File: src/rtl/rbg_pkg.sv
// Shared constants, payload types and helper functions for the restart backoff gate.
package rbg_pkg;

   localparam int HISTORY_DEPTH  = 32;
   localparam int TIME_BITS      = 32;
   localparam int SHIFT_LIMIT    = 16;
   localparam int CNT_BITS       = $clog2(HISTORY_DEPTH + 1);
   localparam int POS_BITS       = $clog2(HISTORY_DEPTH);
   localparam int SHIFT_BITS     = $clog2(SHIFT_LIMIT + 1);
   localparam int BASE_GAP_BITS  = 16;
   localparam int GAP_BITS       = 17;
   localparam int CMP_BITS       = (TIME_BITS > GAP_BITS) ? TIME_BITS : GAP_BITS;
   localparam int SUM_BITS       = CMP_BITS + 1;
   localparam int SHIFTED_BITS   = BASE_GAP_BITS + SHIFT_LIMIT;
   localparam int CSR_INDEX_BITS = 2;
   localparam int CSR_DATA_BITS  = 17;

   localparam logic [CSR_INDEX_BITS-1:0] CSR_BASE_GAP = 2'd0;
   localparam logic [CSR_INDEX_BITS-1:0] CSR_MAX_GAP  = 2'd1;
   localparam logic [CSR_INDEX_BITS-1:0] CSR_WINDOW   = 2'd2;

   localparam logic KIND_QUERY  = 1'b0;
   localparam logic KIND_RECORD = 1'b1;

   typedef logic [TIME_BITS-1:0] stamp_type;

   typedef struct packed {
      logic        kind;
      logic [31:0] now;
   } req_type;

   typedef struct packed {
      logic [31:0] earliest_time;
      logic [5:0]  recent_count;
   } rsp_type;

   typedef struct packed {
      logic      valid;
      stamp_type stamp;
   } cell_type;

   // True when the stamp lies more than window seconds before now.
   function automatic logic too_old(stamp_type now, stamp_type stamp,
                                    logic [GAP_BITS-1:0] window);
      logic [CMP_BITS-1:0] diff;
      diff = CMP_BITS'(now - stamp);
      return (now >= stamp) && (diff > CMP_BITS'(window));
   endfunction

endpackage

File: src/rtl/rbg_cell.sv
// One history cell: a timestamp and its occupied flag, loaded from the neighbor on a shift.
module rbg_cell (
   input  logic              clock,
   input  logic              reset,
   input  logic              shift_en,
   input  rbg_pkg::cell_type cell_in,
   output rbg_pkg::cell_type cell_out
);
   import rbg_pkg::*;

   logic      valid_ff;
   stamp_type stamp_ff;

   always_ff @(posedge clock) begin
      if (reset) begin
         valid_ff <= 1'b0;
      end else if (shift_en) begin
         valid_ff <= cell_in.valid;
      end
   end

   always_ff @(posedge clock) begin
      if (shift_en) begin
         stamp_ff <= cell_in.stamp;
      end
   end

   assign cell_out.valid = valid_ff;
   assign cell_out.stamp = stamp_ff;

endmodule

File: src/rtl/rbg_backoff.sv
// Backoff gap computation: shifted and capped gap, then saturating sum against now.
module rbg_backoff (
   input  logic                                   clock,
   input  logic                                   load,
   input  logic [rbg_pkg::CNT_BITS-1:0]           count,
   input  logic [rbg_pkg::BASE_GAP_BITS-1:0]      base_gap,
   input  logic [rbg_pkg::GAP_BITS-1:0]           max_gap,
   input  rbg_pkg::stamp_type                     newest,
   input  rbg_pkg::stamp_type                     now,
   output rbg_pkg::stamp_type                     earliest
);
   import rbg_pkg::*;

   logic [CNT_BITS-1:0]     count_m1;
   logic [SHIFT_BITS-1:0]   shift_amt;
   logic [SHIFTED_BITS-1:0] shifted;
   logic [GAP_BITS-1:0]     gap_in;

   logic [GAP_BITS-1:0]     gap_ff;
   stamp_type               newest_ff;
   stamp_type               now_ff;
   logic                    none_ff;

   logic [SUM_BITS-1:0]     sum;
   stamp_type               capped;

   always_comb begin
      count_m1 = count - 1'b1;
      if (32'(count_m1) > 32'(SHIFT_LIMIT)) begin
         shift_amt = SHIFT_BITS'(SHIFT_LIMIT);
      end else begin
         shift_amt = SHIFT_BITS'(count_m1);
      end
      shifted = SHIFTED_BITS'(base_gap) << shift_amt;
      if (shifted > SHIFTED_BITS'(max_gap)) begin
         gap_in = max_gap;
      end else begin
         gap_in = shifted[GAP_BITS-1:0];
      end
   end

   always_ff @(posedge clock) begin
      if (load) begin
         gap_ff    <= gap_in;
         newest_ff <= newest;
         now_ff    <= now;
         none_ff   <= (count == '0);
      end
   end

   always_comb begin
      sum = SUM_BITS'(newest_ff) + SUM_BITS'(gap_ff);
      if (sum[SUM_BITS-1:TIME_BITS] != '0) begin
         capped = {TIME_BITS{1'b1}};
      end else begin
         capped = sum[TIME_BITS-1:0];
      end
      if (none_ff || (now_ff >= capped)) begin
         earliest = now_ff;
      end else begin
         earliest = capped;
      end
   end

endmodule

File: src/rtl/restart_backoff_gate.sv
// Restart gate top level: history cell chain, sequencer, configuration and result register.
// A record transfer shifts the new stamp in at the head and then makes one full rotation of
// the cell chain; a query transfer makes the rotation and then the ST_GAP and ST_SUM steps.
// The rotation passes every stored timestamp past the evaluation point at the tail.
// One item is in work at a time; a new item is taken while a result waits on rsp_stall.
// Synchronous reset empties the history and loads base_gap 1, max_gap 300, window 600.
module restart_backoff_gate (
   input  logic                                clock,
   input  logic                                reset,
   input  logic                                req_valid,
   output logic                                req_stall,
   input  rbg_pkg::req_type                    req_data,
   output logic                                rsp_valid,
   input  logic                                rsp_stall,
   output rbg_pkg::rsp_type                    rsp_data,
   input  logic                                csr_write_enable,
   input  logic [rbg_pkg::CSR_INDEX_BITS-1:0]  csr_index,
   input  logic [rbg_pkg::CSR_DATA_BITS-1:0]   csr_write_data
);
   import rbg_pkg::*;

   typedef enum logic [4:0] {
      ST_IDLE   = 5'b00001,
      ST_SHIFT  = 5'b00010,
      ST_ROTATE = 5'b00100,
      ST_GAP    = 5'b01000,
      ST_SUM    = 5'b10000
   } state_type;

   state_type                 state_ff, state_in;
   logic [BASE_GAP_BITS-1:0]  base_gap_ff;
   logic [GAP_BITS-1:0]       max_gap_ff;
   logic [GAP_BITS-1:0]       window_ff;

   logic                      kind_ff;
   stamp_type                 now_ff;
   logic [POS_BITS-1:0]       pos_ff, pos_in;
   logic [CNT_BITS-1:0]       entry_count_ff, entry_count_in;
   logic [CNT_BITS-1:0]       recent_ff, recent_in;
   logic                      dropping_ff, dropping_in;
   logic                      rsp_valid_ff;
   rsp_type                   rsp_data_ff;

   cell_type                  chain [HISTORY_DEPTH];
   cell_type                  head_in;
   cell_type                  tail;
   logic                      shift_en;
   logic                      tail_old;
   logic                      drop;
   logic                      rsp_free;
   logic                      accept;
   stamp_type                 earliest;

   // Configuration registers.
   always_ff @(posedge clock) begin
      if (reset) begin
         base_gap_ff <= BASE_GAP_BITS'(1);
         max_gap_ff  <= GAP_BITS'(300);
         window_ff   <= GAP_BITS'(600);
      end else if (csr_write_enable) begin
         unique case (csr_index)
            CSR_BASE_GAP: base_gap_ff <= csr_write_data[BASE_GAP_BITS-1:0];
            CSR_MAX_GAP:  max_gap_ff  <= csr_write_data[GAP_BITS-1:0];
            CSR_WINDOW:   window_ff   <= csr_write_data[GAP_BITS-1:0];
            default:      ;
         endcase
      end
   end

   // Cell chain: cell 0 holds the newest entry, occupied cells are contiguous from cell 0.
   for (genvar k = 0; k < HISTORY_DEPTH; k++) begin : g_cell
      cell_type link;
      if (k == 0) begin : g_head
         assign link = head_in;
      end else begin : g_body
         assign link = chain[k-1];
      end
      rbg_cell u_cell (
         .clock    (clock),
         .reset    (reset),
         .shift_en (shift_en),
         .cell_in  (link),
         .cell_out (chain[k])
      );
   end

   assign tail     = chain[HISTORY_DEPTH-1];
   assign tail_old = too_old(now_ff, tail.stamp, window_ff);
   // During a record rotation the oldest entries reach the tail first; drop them
   // until the first one that is still recent.
   assign drop     = (state_ff == ST_ROTATE) && (kind_ff == KIND_RECORD) &&
                     dropping_ff && tail.valid && tail_old;
   assign shift_en = (state_ff == ST_SHIFT) || (state_ff == ST_ROTATE);
   assign rsp_free = !rsp_valid_ff || !rsp_stall;
   assign accept   = req_valid && !req_stall;

   always_comb begin
      if (state_ff == ST_SHIFT) begin
         head_in.valid = 1'b1;
         head_in.stamp = now_ff;
      end else begin
         head_in.valid = tail.valid && !drop;
         head_in.stamp = tail.stamp;
      end
   end

   always_comb begin
      state_in       = state_ff;
      pos_in         = pos_ff;
      entry_count_in = entry_count_ff;
      recent_in      = recent_ff;
      dropping_in    = dropping_ff;
      unique case (state_ff)
         ST_IDLE: begin
            if (req_valid) begin
               pos_in      = '0;
               recent_in   = '0;
               dropping_in = 1'b1;
               state_in    = (req_data.kind == KIND_RECORD) ? ST_SHIFT : ST_ROTATE;
            end
         end
         ST_SHIFT: begin
            if (entry_count_ff != CNT_BITS'(HISTORY_DEPTH)) begin
               entry_count_in = entry_count_ff + 1'b1;
            end
            state_in = ST_ROTATE;
         end
         ST_ROTATE: begin
            if (kind_ff == KIND_RECORD) begin
               if (drop) begin
                  entry_count_in = entry_count_ff - 1'b1;
               end else if (tail.valid) begin
                  dropping_in = 1'b0;
               end
            end else if (tail.valid && !tail_old) begin
               recent_in = recent_ff + 1'b1;
            end
            pos_in = pos_ff + 1'b1;
            if (pos_ff == POS_BITS'(HISTORY_DEPTH - 1)) begin
               state_in = (kind_ff == KIND_RECORD) ? ST_IDLE : ST_GAP;
            end
         end
         ST_GAP: begin
            state_in = ST_SUM;
         end
         ST_SUM: begin
            if (rsp_free) begin
               state_in = ST_IDLE;
            end
         end
         default: begin
            state_in = ST_IDLE;
         end
      endcase
   end

   always_ff @(posedge clock) begin
      if (reset) begin
         state_ff       <= ST_IDLE;
         pos_ff         <= '0;
         entry_count_ff <= '0;
         recent_ff      <= '0;
         dropping_ff    <= 1'b0;
      end else begin
         state_ff       <= state_in;
         pos_ff         <= pos_in;
         entry_count_ff <= entry_count_in;
         recent_ff      <= recent_in;
         dropping_ff    <= dropping_in;
      end
   end

   always_ff @(posedge clock) begin
      if (accept) begin
         kind_ff <= req_data.kind;
         now_ff  <= TIME_BITS'(req_data.now);
      end
   end

   rbg_backoff u_backoff (
      .clock     (clock),
      .load      (state_ff == ST_GAP),
      .count     (recent_ff),
      .base_gap  (base_gap_ff),
      .max_gap   (max_gap_ff),
      .newest    (chain[0].stamp),
      .now       (now_ff),
      .earliest  (earliest)
   );

   // Result register: holds a finished result until the consumer takes the transfer.
   always_ff @(posedge clock) begin
      if (reset) begin
         rsp_valid_ff <= 1'b0;
      end else if ((state_ff == ST_SUM) && rsp_free) begin
         rsp_valid_ff <= 1'b1;
      end else if (!rsp_stall) begin
         rsp_valid_ff <= 1'b0;
      end
   end

   always_ff @(posedge clock) begin
      if ((state_ff == ST_SUM) && rsp_free) begin
         rsp_data_ff.earliest_time <= 32'(earliest);
         if (32'(recent_ff) > 32'(63)) begin
            rsp_data_ff.recent_count <= 6'd63;
         end else begin
            rsp_data_ff.recent_count <= 6'(recent_ff);
         end
      end
   end

   assign req_stall = (state_ff != ST_IDLE);
   assign rsp_valid = rsp_valid_ff;
   assign rsp_data  = rsp_data_ff;

endmodule
File: config.mk
export PLATFORM = sky130hd
export DESIGN_NAME = restart_backoff_gate
export DESIGN_NICKNAME = d
export VERILOG_FILES = /design/src/rtl/rbg_pkg.sv /design/src/rtl/rbg_cell.sv /design/src/rtl/rbg_backoff.sv /design/src/rtl/restart_backoff_gate.sv
export SDC_FILE = /design/constraint.sdc
export NUM_CORES = 1
export LEC_CHECK = 0
export BUFFER_PORTS_ARGS = -buffer_cell sky130_fd_sc_hd__buf_2
export CORE_ASPECT_RATIO = 1.5
export CORE_MARGIN = 3
export CORE_UTILIZATION = 45
export CTS_BUF_LIST = sky130_fd_sc_hd__clkbuf_4 sky130_fd_sc_hd__clkbuf_8
export CTS_CLUSTER_DIAMETER = 40
export DETAILED_ROUTE_END_ITERATION = 6
export PLACE_DENSITY = 0.71
export SETUP_SLACK_MARGIN = 0.02
export SLEW_MARGIN = 30
export SYNTH_ARGS = -nofsm -noshare
export SYNTH_HDL_FRONTEND = slang
export SYNTH_SLANG_ARGS = --single-unit
File: constraint.sdc
create_clock -name clock -period 40 [get_ports clock]
set_input_delay 2 -clock clock [delete_from_list [all_inputs] [get_ports clock]]
set_output_delay 2 -clock clock [all_outputs]
set_load 0.005 [all_outputs]
Word level (Yosys, flattened, before mapping)

Cells that the tools add are included.

Add/subtract/negate cells: 5
Shifts and indexed selects: 1
Multiplexer cells: 24
Eq/ne operators: 18
Reductions and logical operators: 27
Order comparisons: 5

Operator list:

| kind                  | count |
|---|---|
| $ge A32 B32 Y1        | 2 |
| $gt A32 B17 Y1        | 2 |
| $mux W32              | 2 |
| $add A32 B17 Y33      | 1 |
| $mux W33              | 1 |
| $shl A16 B5 Y32       | 1 |
| $sub A32 B32 Y32      | 1 |
| $mux W5               | 5 |
| $pmux W5 S5           | 1 |
| $mux W6               | 3 |
| $mux W17              | 1 |
| $pmux W6 S2           | 1 |
| $eq A5 B5 Y1 const B  | 2 |
| $ne A2 B2 Y1 const B  | 5 |
| $pmux W5 S2           | 1 |
| $logic_and A1 B1 Y1   | 9 |
| $ne A2 B1 Y1 const B  | 4 |
| $reduce_and A2 Y1     | 4 |
| $add A6 B1 Y6 const B | 1 |
| $gt A6 B5 Y1 const B  | 1 |
| $logic_not A6 Y1      | 1 |
| $mux W1               | 6 |
| $sub A6 B1 Y6 const B | 1 |
| $add A5 B1 Y5 const B | 1 |
| other kinds (17)      | 23 |

Input port bits: 57
Word-level logic and storage cells: 160
Register bits after elaboration: 1277
Output and inout bits: 40

Longest topological paths before layout

Word-level depth: 8
Mapped depth: 28
Mapped depth without buffers: 24

Modules after synthesis

From an unflattened synthesis, not the netlist that was laid out.

Cells, all modules: 2687
Area, all modules: 46799.9 um^2

By module, submodules not included:

| module               | area each (um^2) | cells an instance | instances | seq. area each (um^2) |
|---|---|---|---|---|
| rbg_cell             | 1002.2           | 36                | 32        | 980.9 |
| restart_backoff_gate | 7986.4           | 864               | 1         | 3493.4 |
| rbg_backoff          | 6742.7           | 671               | 1         | 2462.4 |

Least setup slack after synthesis

Ideal clock, no wire load.

Path type: register to register
Start point: reg state_ff[4]
End point: reg g_cell[0].u_cell.stamp_ff[0] (enable)
Data required time: 38215 ps
Library setup time: 1785 ps
Data arrival time: 28936 ps
Stages on the path, launching flop included: 7
Path buffers: 2
Slack: 9279 ps
Cells stage by stage: dfxtp_1 > nor3_1 > nand3b_1 > and2_1 > clkbuf_1 > inv_1 > buf_1

Word-level cells in the longest chain between the ends: 2
Elaborated cells between the ends (all ways): 3

Ends and longest elaborated chain:

| item                                         | line                        | text |
|---|---|---|
| from (decl)                                  | restart_backoff_gate.sv:30  | `state_type state_ff, state_in;` |
| from (signal assigned)                       | restart_backoff_gate.sv:165 | `state_ff <= state_in;` |
| $eq A5 B2 Y1 or $eq A5 B3 Y1 (tied branches) | -                           |  |
| $logic_or A1 B1 Y1 (*)                       | restart_backoff_gate.sv:93  | `assign shift_en = (state_ff == ST_SHIFT) \|\| (state_ff == ST_ROTATE);` |
| via g_cell[0].u_cell.shift_en                | rbg_cell.sv:5               | `input logic shift_en,` |
| to (signal assigned)                         | rbg_cell.sv:24              | `stamp_ff <= cell_in.stamp;` |
| to (decl)                                    | rbg_cell.sv:12              | `stamp_type stamp_ff;` |

Mark *: on every way through the listed nets, which the timed path passes. The rest lies on a longest branch.
A chain may end at the register's enable or synchronous reset.

Worst setup path after layout

Start point: reg recent_ff[0]
End point: reg u_backoff.gap_ff[6] (data pin)

Word-level cells in the longest chain between the ends: 6

Ends and longest elaborated chain:

| item                    | line                        | text |
|---|---|---|
| from (decl)             | restart_backoff_gate.sv:39  | `logic [CNT_BITS-1:0] recent_ff, recent_in;` |
| from (signal assigned)  | restart_backoff_gate.sv:168 | `recent_ff <= recent_in;` |
| $sub A6 B1 Y6 (*)       | rbg_backoff.sv:28           | `count_m1 = count - 1'b1;` |
| $gt A6 B5 Y1            | rbg_backoff.sv:29           | `if (32'(count_m1) > 32'(SHIFT_LIMIT)) begin` |
| $mux W5 (*)             | rbg_backoff.sv:29           |  |
| $shl A16 B5 Y32 (*)     | rbg_backoff.sv:34           | `shifted = SHIFTED_BITS'(base_gap) << shift_amt;` |
| $gt A32 B17 Y1          | rbg_backoff.sv:35           | `if (shifted > SHIFTED_BITS'(max_gap)) begin` |
| $mux W17 (*)            | rbg_backoff.sv:35           |  |
| via u_backoff.gap_in[6] | rbg_backoff.sv:17           | `logic [GAP_BITS-1:0] gap_in;` |
| to (signal assigned)    | rbg_backoff.sv:44           | `gap_ff <= gap_in;` |
| to (decl)               | rbg_backoff.sv:19           | `logic [GAP_BITS-1:0] gap_ff;` |

Marked as above.

==> reports/results.ini <==
[power]
irDropWorstVdd_mv=0.0359
power.density_mw_per_mm2=51.5
p_leak_nw=17.6

[drt]
ant_nets=0
drt-initial-drc-count=1685
vias=23000
wl_um=86100
wire_per_inst_um=19.6
route.detailed.drc=0
first_pass_iters=5
viasPerCell=5.23

[sta]
relSlewSlack=0.395
fmax_mhz=142
worst-slew-pin-transition_ns=0.908
fin_skew_ns=0.0456
finalSetupTns_ns=0
drv_slew=0
fin_crit_ns=7.03
setup_viol=0
post-route-period-util=0.176
rsz0062_at_grt=false
hold_viol_final=0

[logic_synthesis]
ys.flop_type=edfxtp_1
netlist_top_cells_area=edfxtp_1 (76%), dfxtp_1 (4.3%), ha_1 (3.3%), nand2_1 (2.2%), a21oi_1 (2.0%)
synth_seq_cells=1277
synth_edf_count=1177
netlist_area_mm2=0.0463
syn_area_per_cell_um2=17.0
synth_nets=2895
seq_area_frac_synth=0.807
synth_top_area_frac=0.764
netlist_instances=2715
async_flop_share=0
synth.distinct_cells=82
synth_top_area_cell=edfxtp_1
ys_warn_count=0

[layout]
fillers=8201
final_cells=4400
regArea_mm2=0.0373
num-nets-final=3127
fin_util=0.512
multi_input_area_mm2=0.00829
area_growth_pct=12.4
final_layout_size_suffix_gt1_frac=0.157

[critical_path]
required_ns=40.60
cp-end-kind=register
r2r_slack_ns=32.97
critPathLaunchType=register
reg2reg_depth=24
reg2reg_to=u_backoff.gap_ff[6]
crit_type=register to register
timing.rr.start=recent_ff[0]
cp.arrival_ns=7.62
crit_fanout=20

[clock_tree]
cts_setup_buffers=0
cts_tree=done
clk_pin_slew_ns=0.07
cts_resized=0
ctsHoldBuffers=0
htreeDepth=4
clk_latency_ns=0.86
cts_inserted_buffers=178
clock_sinks=1277
cts_buffer_depth=3
cts-root-buf=clkbuf_8

[die]
io_pins=97
fp.coreArea_mm2=0.102
start_util=0.455
dieHeight_um=399
rows=143
die_area_mm2=0.107
die_x_um=268

[global_routing]
grt_pass1_wl_um=131000
overflow=0
antenna_found_initial=8
grt_usage=0.163
grt_max_degree=201
grt_pass1_vias=22800

[status]
status=completed

[min_path]
hold_path_startpoint=g_cell[16].u_cell.stamp_ff[11]
hp-class=register to register
min_to=g_cell[17].u_cell.stamp_ff[11]
whs_path_depth=0

[placed_design]
finalWeightedCongestion=0.906
port_buffers=96
dp.cells=4070
place_hpwl_um=55000

[job]
timing.max_cap.violations=0

cells in the final DEF (no fill, tap or decap), drive strengths merged, types with 54 or more instances in the layout:
cell,count
inv,114
nand2,270
nor2,143
ha,121
clkbuf,217
a21oi,187
clkinv,69
edfxtp,1177
o21ai,60
dfxtp,100
mux2,54
buf,123
power by group:
part | total (mW) | internal (mW) | switching (mW)
logic | 0.124 | 0.0381 | 0.0864
clock network | 1.02 | 0.524 | 0.491
registers | 1.54 | 1.52 | 0.0223
total | 2.68 | 2.08 | 0.600
through the flow:
step                power, mW  setup slack [ns]  area (µm²)  hold slack, ns
floorplan                1.73              9.28       46300           0.400
CTS                      2.72             32.99       52000           0.397
global route             2.80             32.37       52000           0.400
detailed placement       1.69             33.02       48300           0.405
finish                   2.68             32.97       52000           0.396
global placement         1.69             32.93       48300           0.400
synth_stat cells, drive strengths merged, types with 5 or more instances:
| master | number |
|---|---|
| a211oi | 19 |
| a21o | 33 |
| a21oi | 187 |
| a221oi | 6 |
| a31oi | 8 |
| and2 | 6 |
| and3 | 10 |
| and3b | 5 |
| buf | 18 |
| clkbuf | 53 |
| dfxtp | 100 |
| edfxtp | 1177 |
| ha | 121 |
| inv | 97 |
| mux2 | 54 |
| mux2i | 25 |
| nand2 | 270 |
| nand2b | 13 |
| nand3 | 28 |
| nand3b | 8 |
| nand4 | 30 |
| nor2 | 143 |
| nor2b | 15 |
| nor3 | 25 |
| nor4 | 11 |
| o211ai | 24 |
| o21a | 12 |
| o21ai | 60 |
| o21bai | 12 |
| o22ai | 5 |
| o31ai | 12 |
| or3 | 9 |
| xnor2 | 31 |
| xor2 | 18 |
worst max-delay path by stage:
stage                             from                      endpoint  slack [ns]  cells after the start
final                     recent_ff[0]           u_backoff.gap_ff[6]       32.97                     24
after global routing      recent_ff[0]           u_backoff.gap_ff[6]       32.37                     23
after CTS                 recent_ff[0]           u_backoff.gap_ff[6]       32.99                     24
after detailed placement  recent_ff[0]           u_backoff.gap_ff[6]       33.02                     24
after global placement    recent_ff[0]          u_backoff.gap_ff[16]       32.93                     23
after floorplan            state_ff[4]  g_cell[0].u_cell.stamp_ff[0]        9.28                      6
cells by family (layout without fill, tap and decap cells):
group / after synthesis / after routing / share of synthesized area
xor+xnor: 49 / 49 / 0.00927
simple gates: 591 / 591 / 0.0580
compound gates: 427 / 427 / 0.0583
buf+inv: 169 / 543 / 0.0146
flops: 1277 / 1277 / 0.807
other cells: 0 / 6 / 0
mux: 79 / 79 / 0.0194
fa+ha+maj: 123 / 123 / 0.0336
metal layers:
| metal | track usage | wire, µm |
|---|---|---|
| met5 | 0 | 13 |
| met4 | 0.0753 | 3390 |
| met2 | 0.252 | 40500 |
| met3 | 0.0379 | 4410 |
| met1 | 0.221 | 37800 |
registers in the layout, indices dropped and copies added, names as in the netlist, 5 cells and up:
register / flops
recent_ff: 6
g_cell.u_cell.valid_ff: 32
u_backoff.newest_ff: 32
u_backoff.gap_ff: 17
pos_ff: 5
base_gap_ff: 16
now_ff: 32
state_ff: 5
rsp_data: 38
g_cell.u_cell.stamp_ff: 1024
window_ff: 17
u_backoff.now_ff: 32
max_gap_ff: 17
worst max-delay path, cell delays in order, from the launching register on:
cell and delay [ns]:
dfxtp_1 0.78, inv_1 0.27, ha_1 0.37, nand2b_1 0.10, o21ai_0 0.13, a32o_1 0.36
nand2_1 0.61, mux2_2 0.34, nor3_1 0.05, a211oi_1 0.30, a21oi_1 0.07, nor2_1 0.20
ha_1 0.30, a21o_1 0.20, a21oi_1 0.14, nor2b_1 0.05, o21ai_0 0.15, a21oi_1 0.08
a2111oi_0 0.39, a21oi_1 0.16, nor4_1 0.24, nand4_1 0.18, a221oi_4 0.66, buf_6 0.25
mux2_2 0.35
final cells by class:
type,instances,share of cell area
tap,1305,0.0314
clock inverter,105,0.0166
antenna,6,0.000289
inverter,98,0.00724
multi-input combinational,1269,0.159
timing repair buffer,123,0.0147
clock buffer,217,0.0529
sequential,1277,0.718
(Power assumes the default switching activity.)
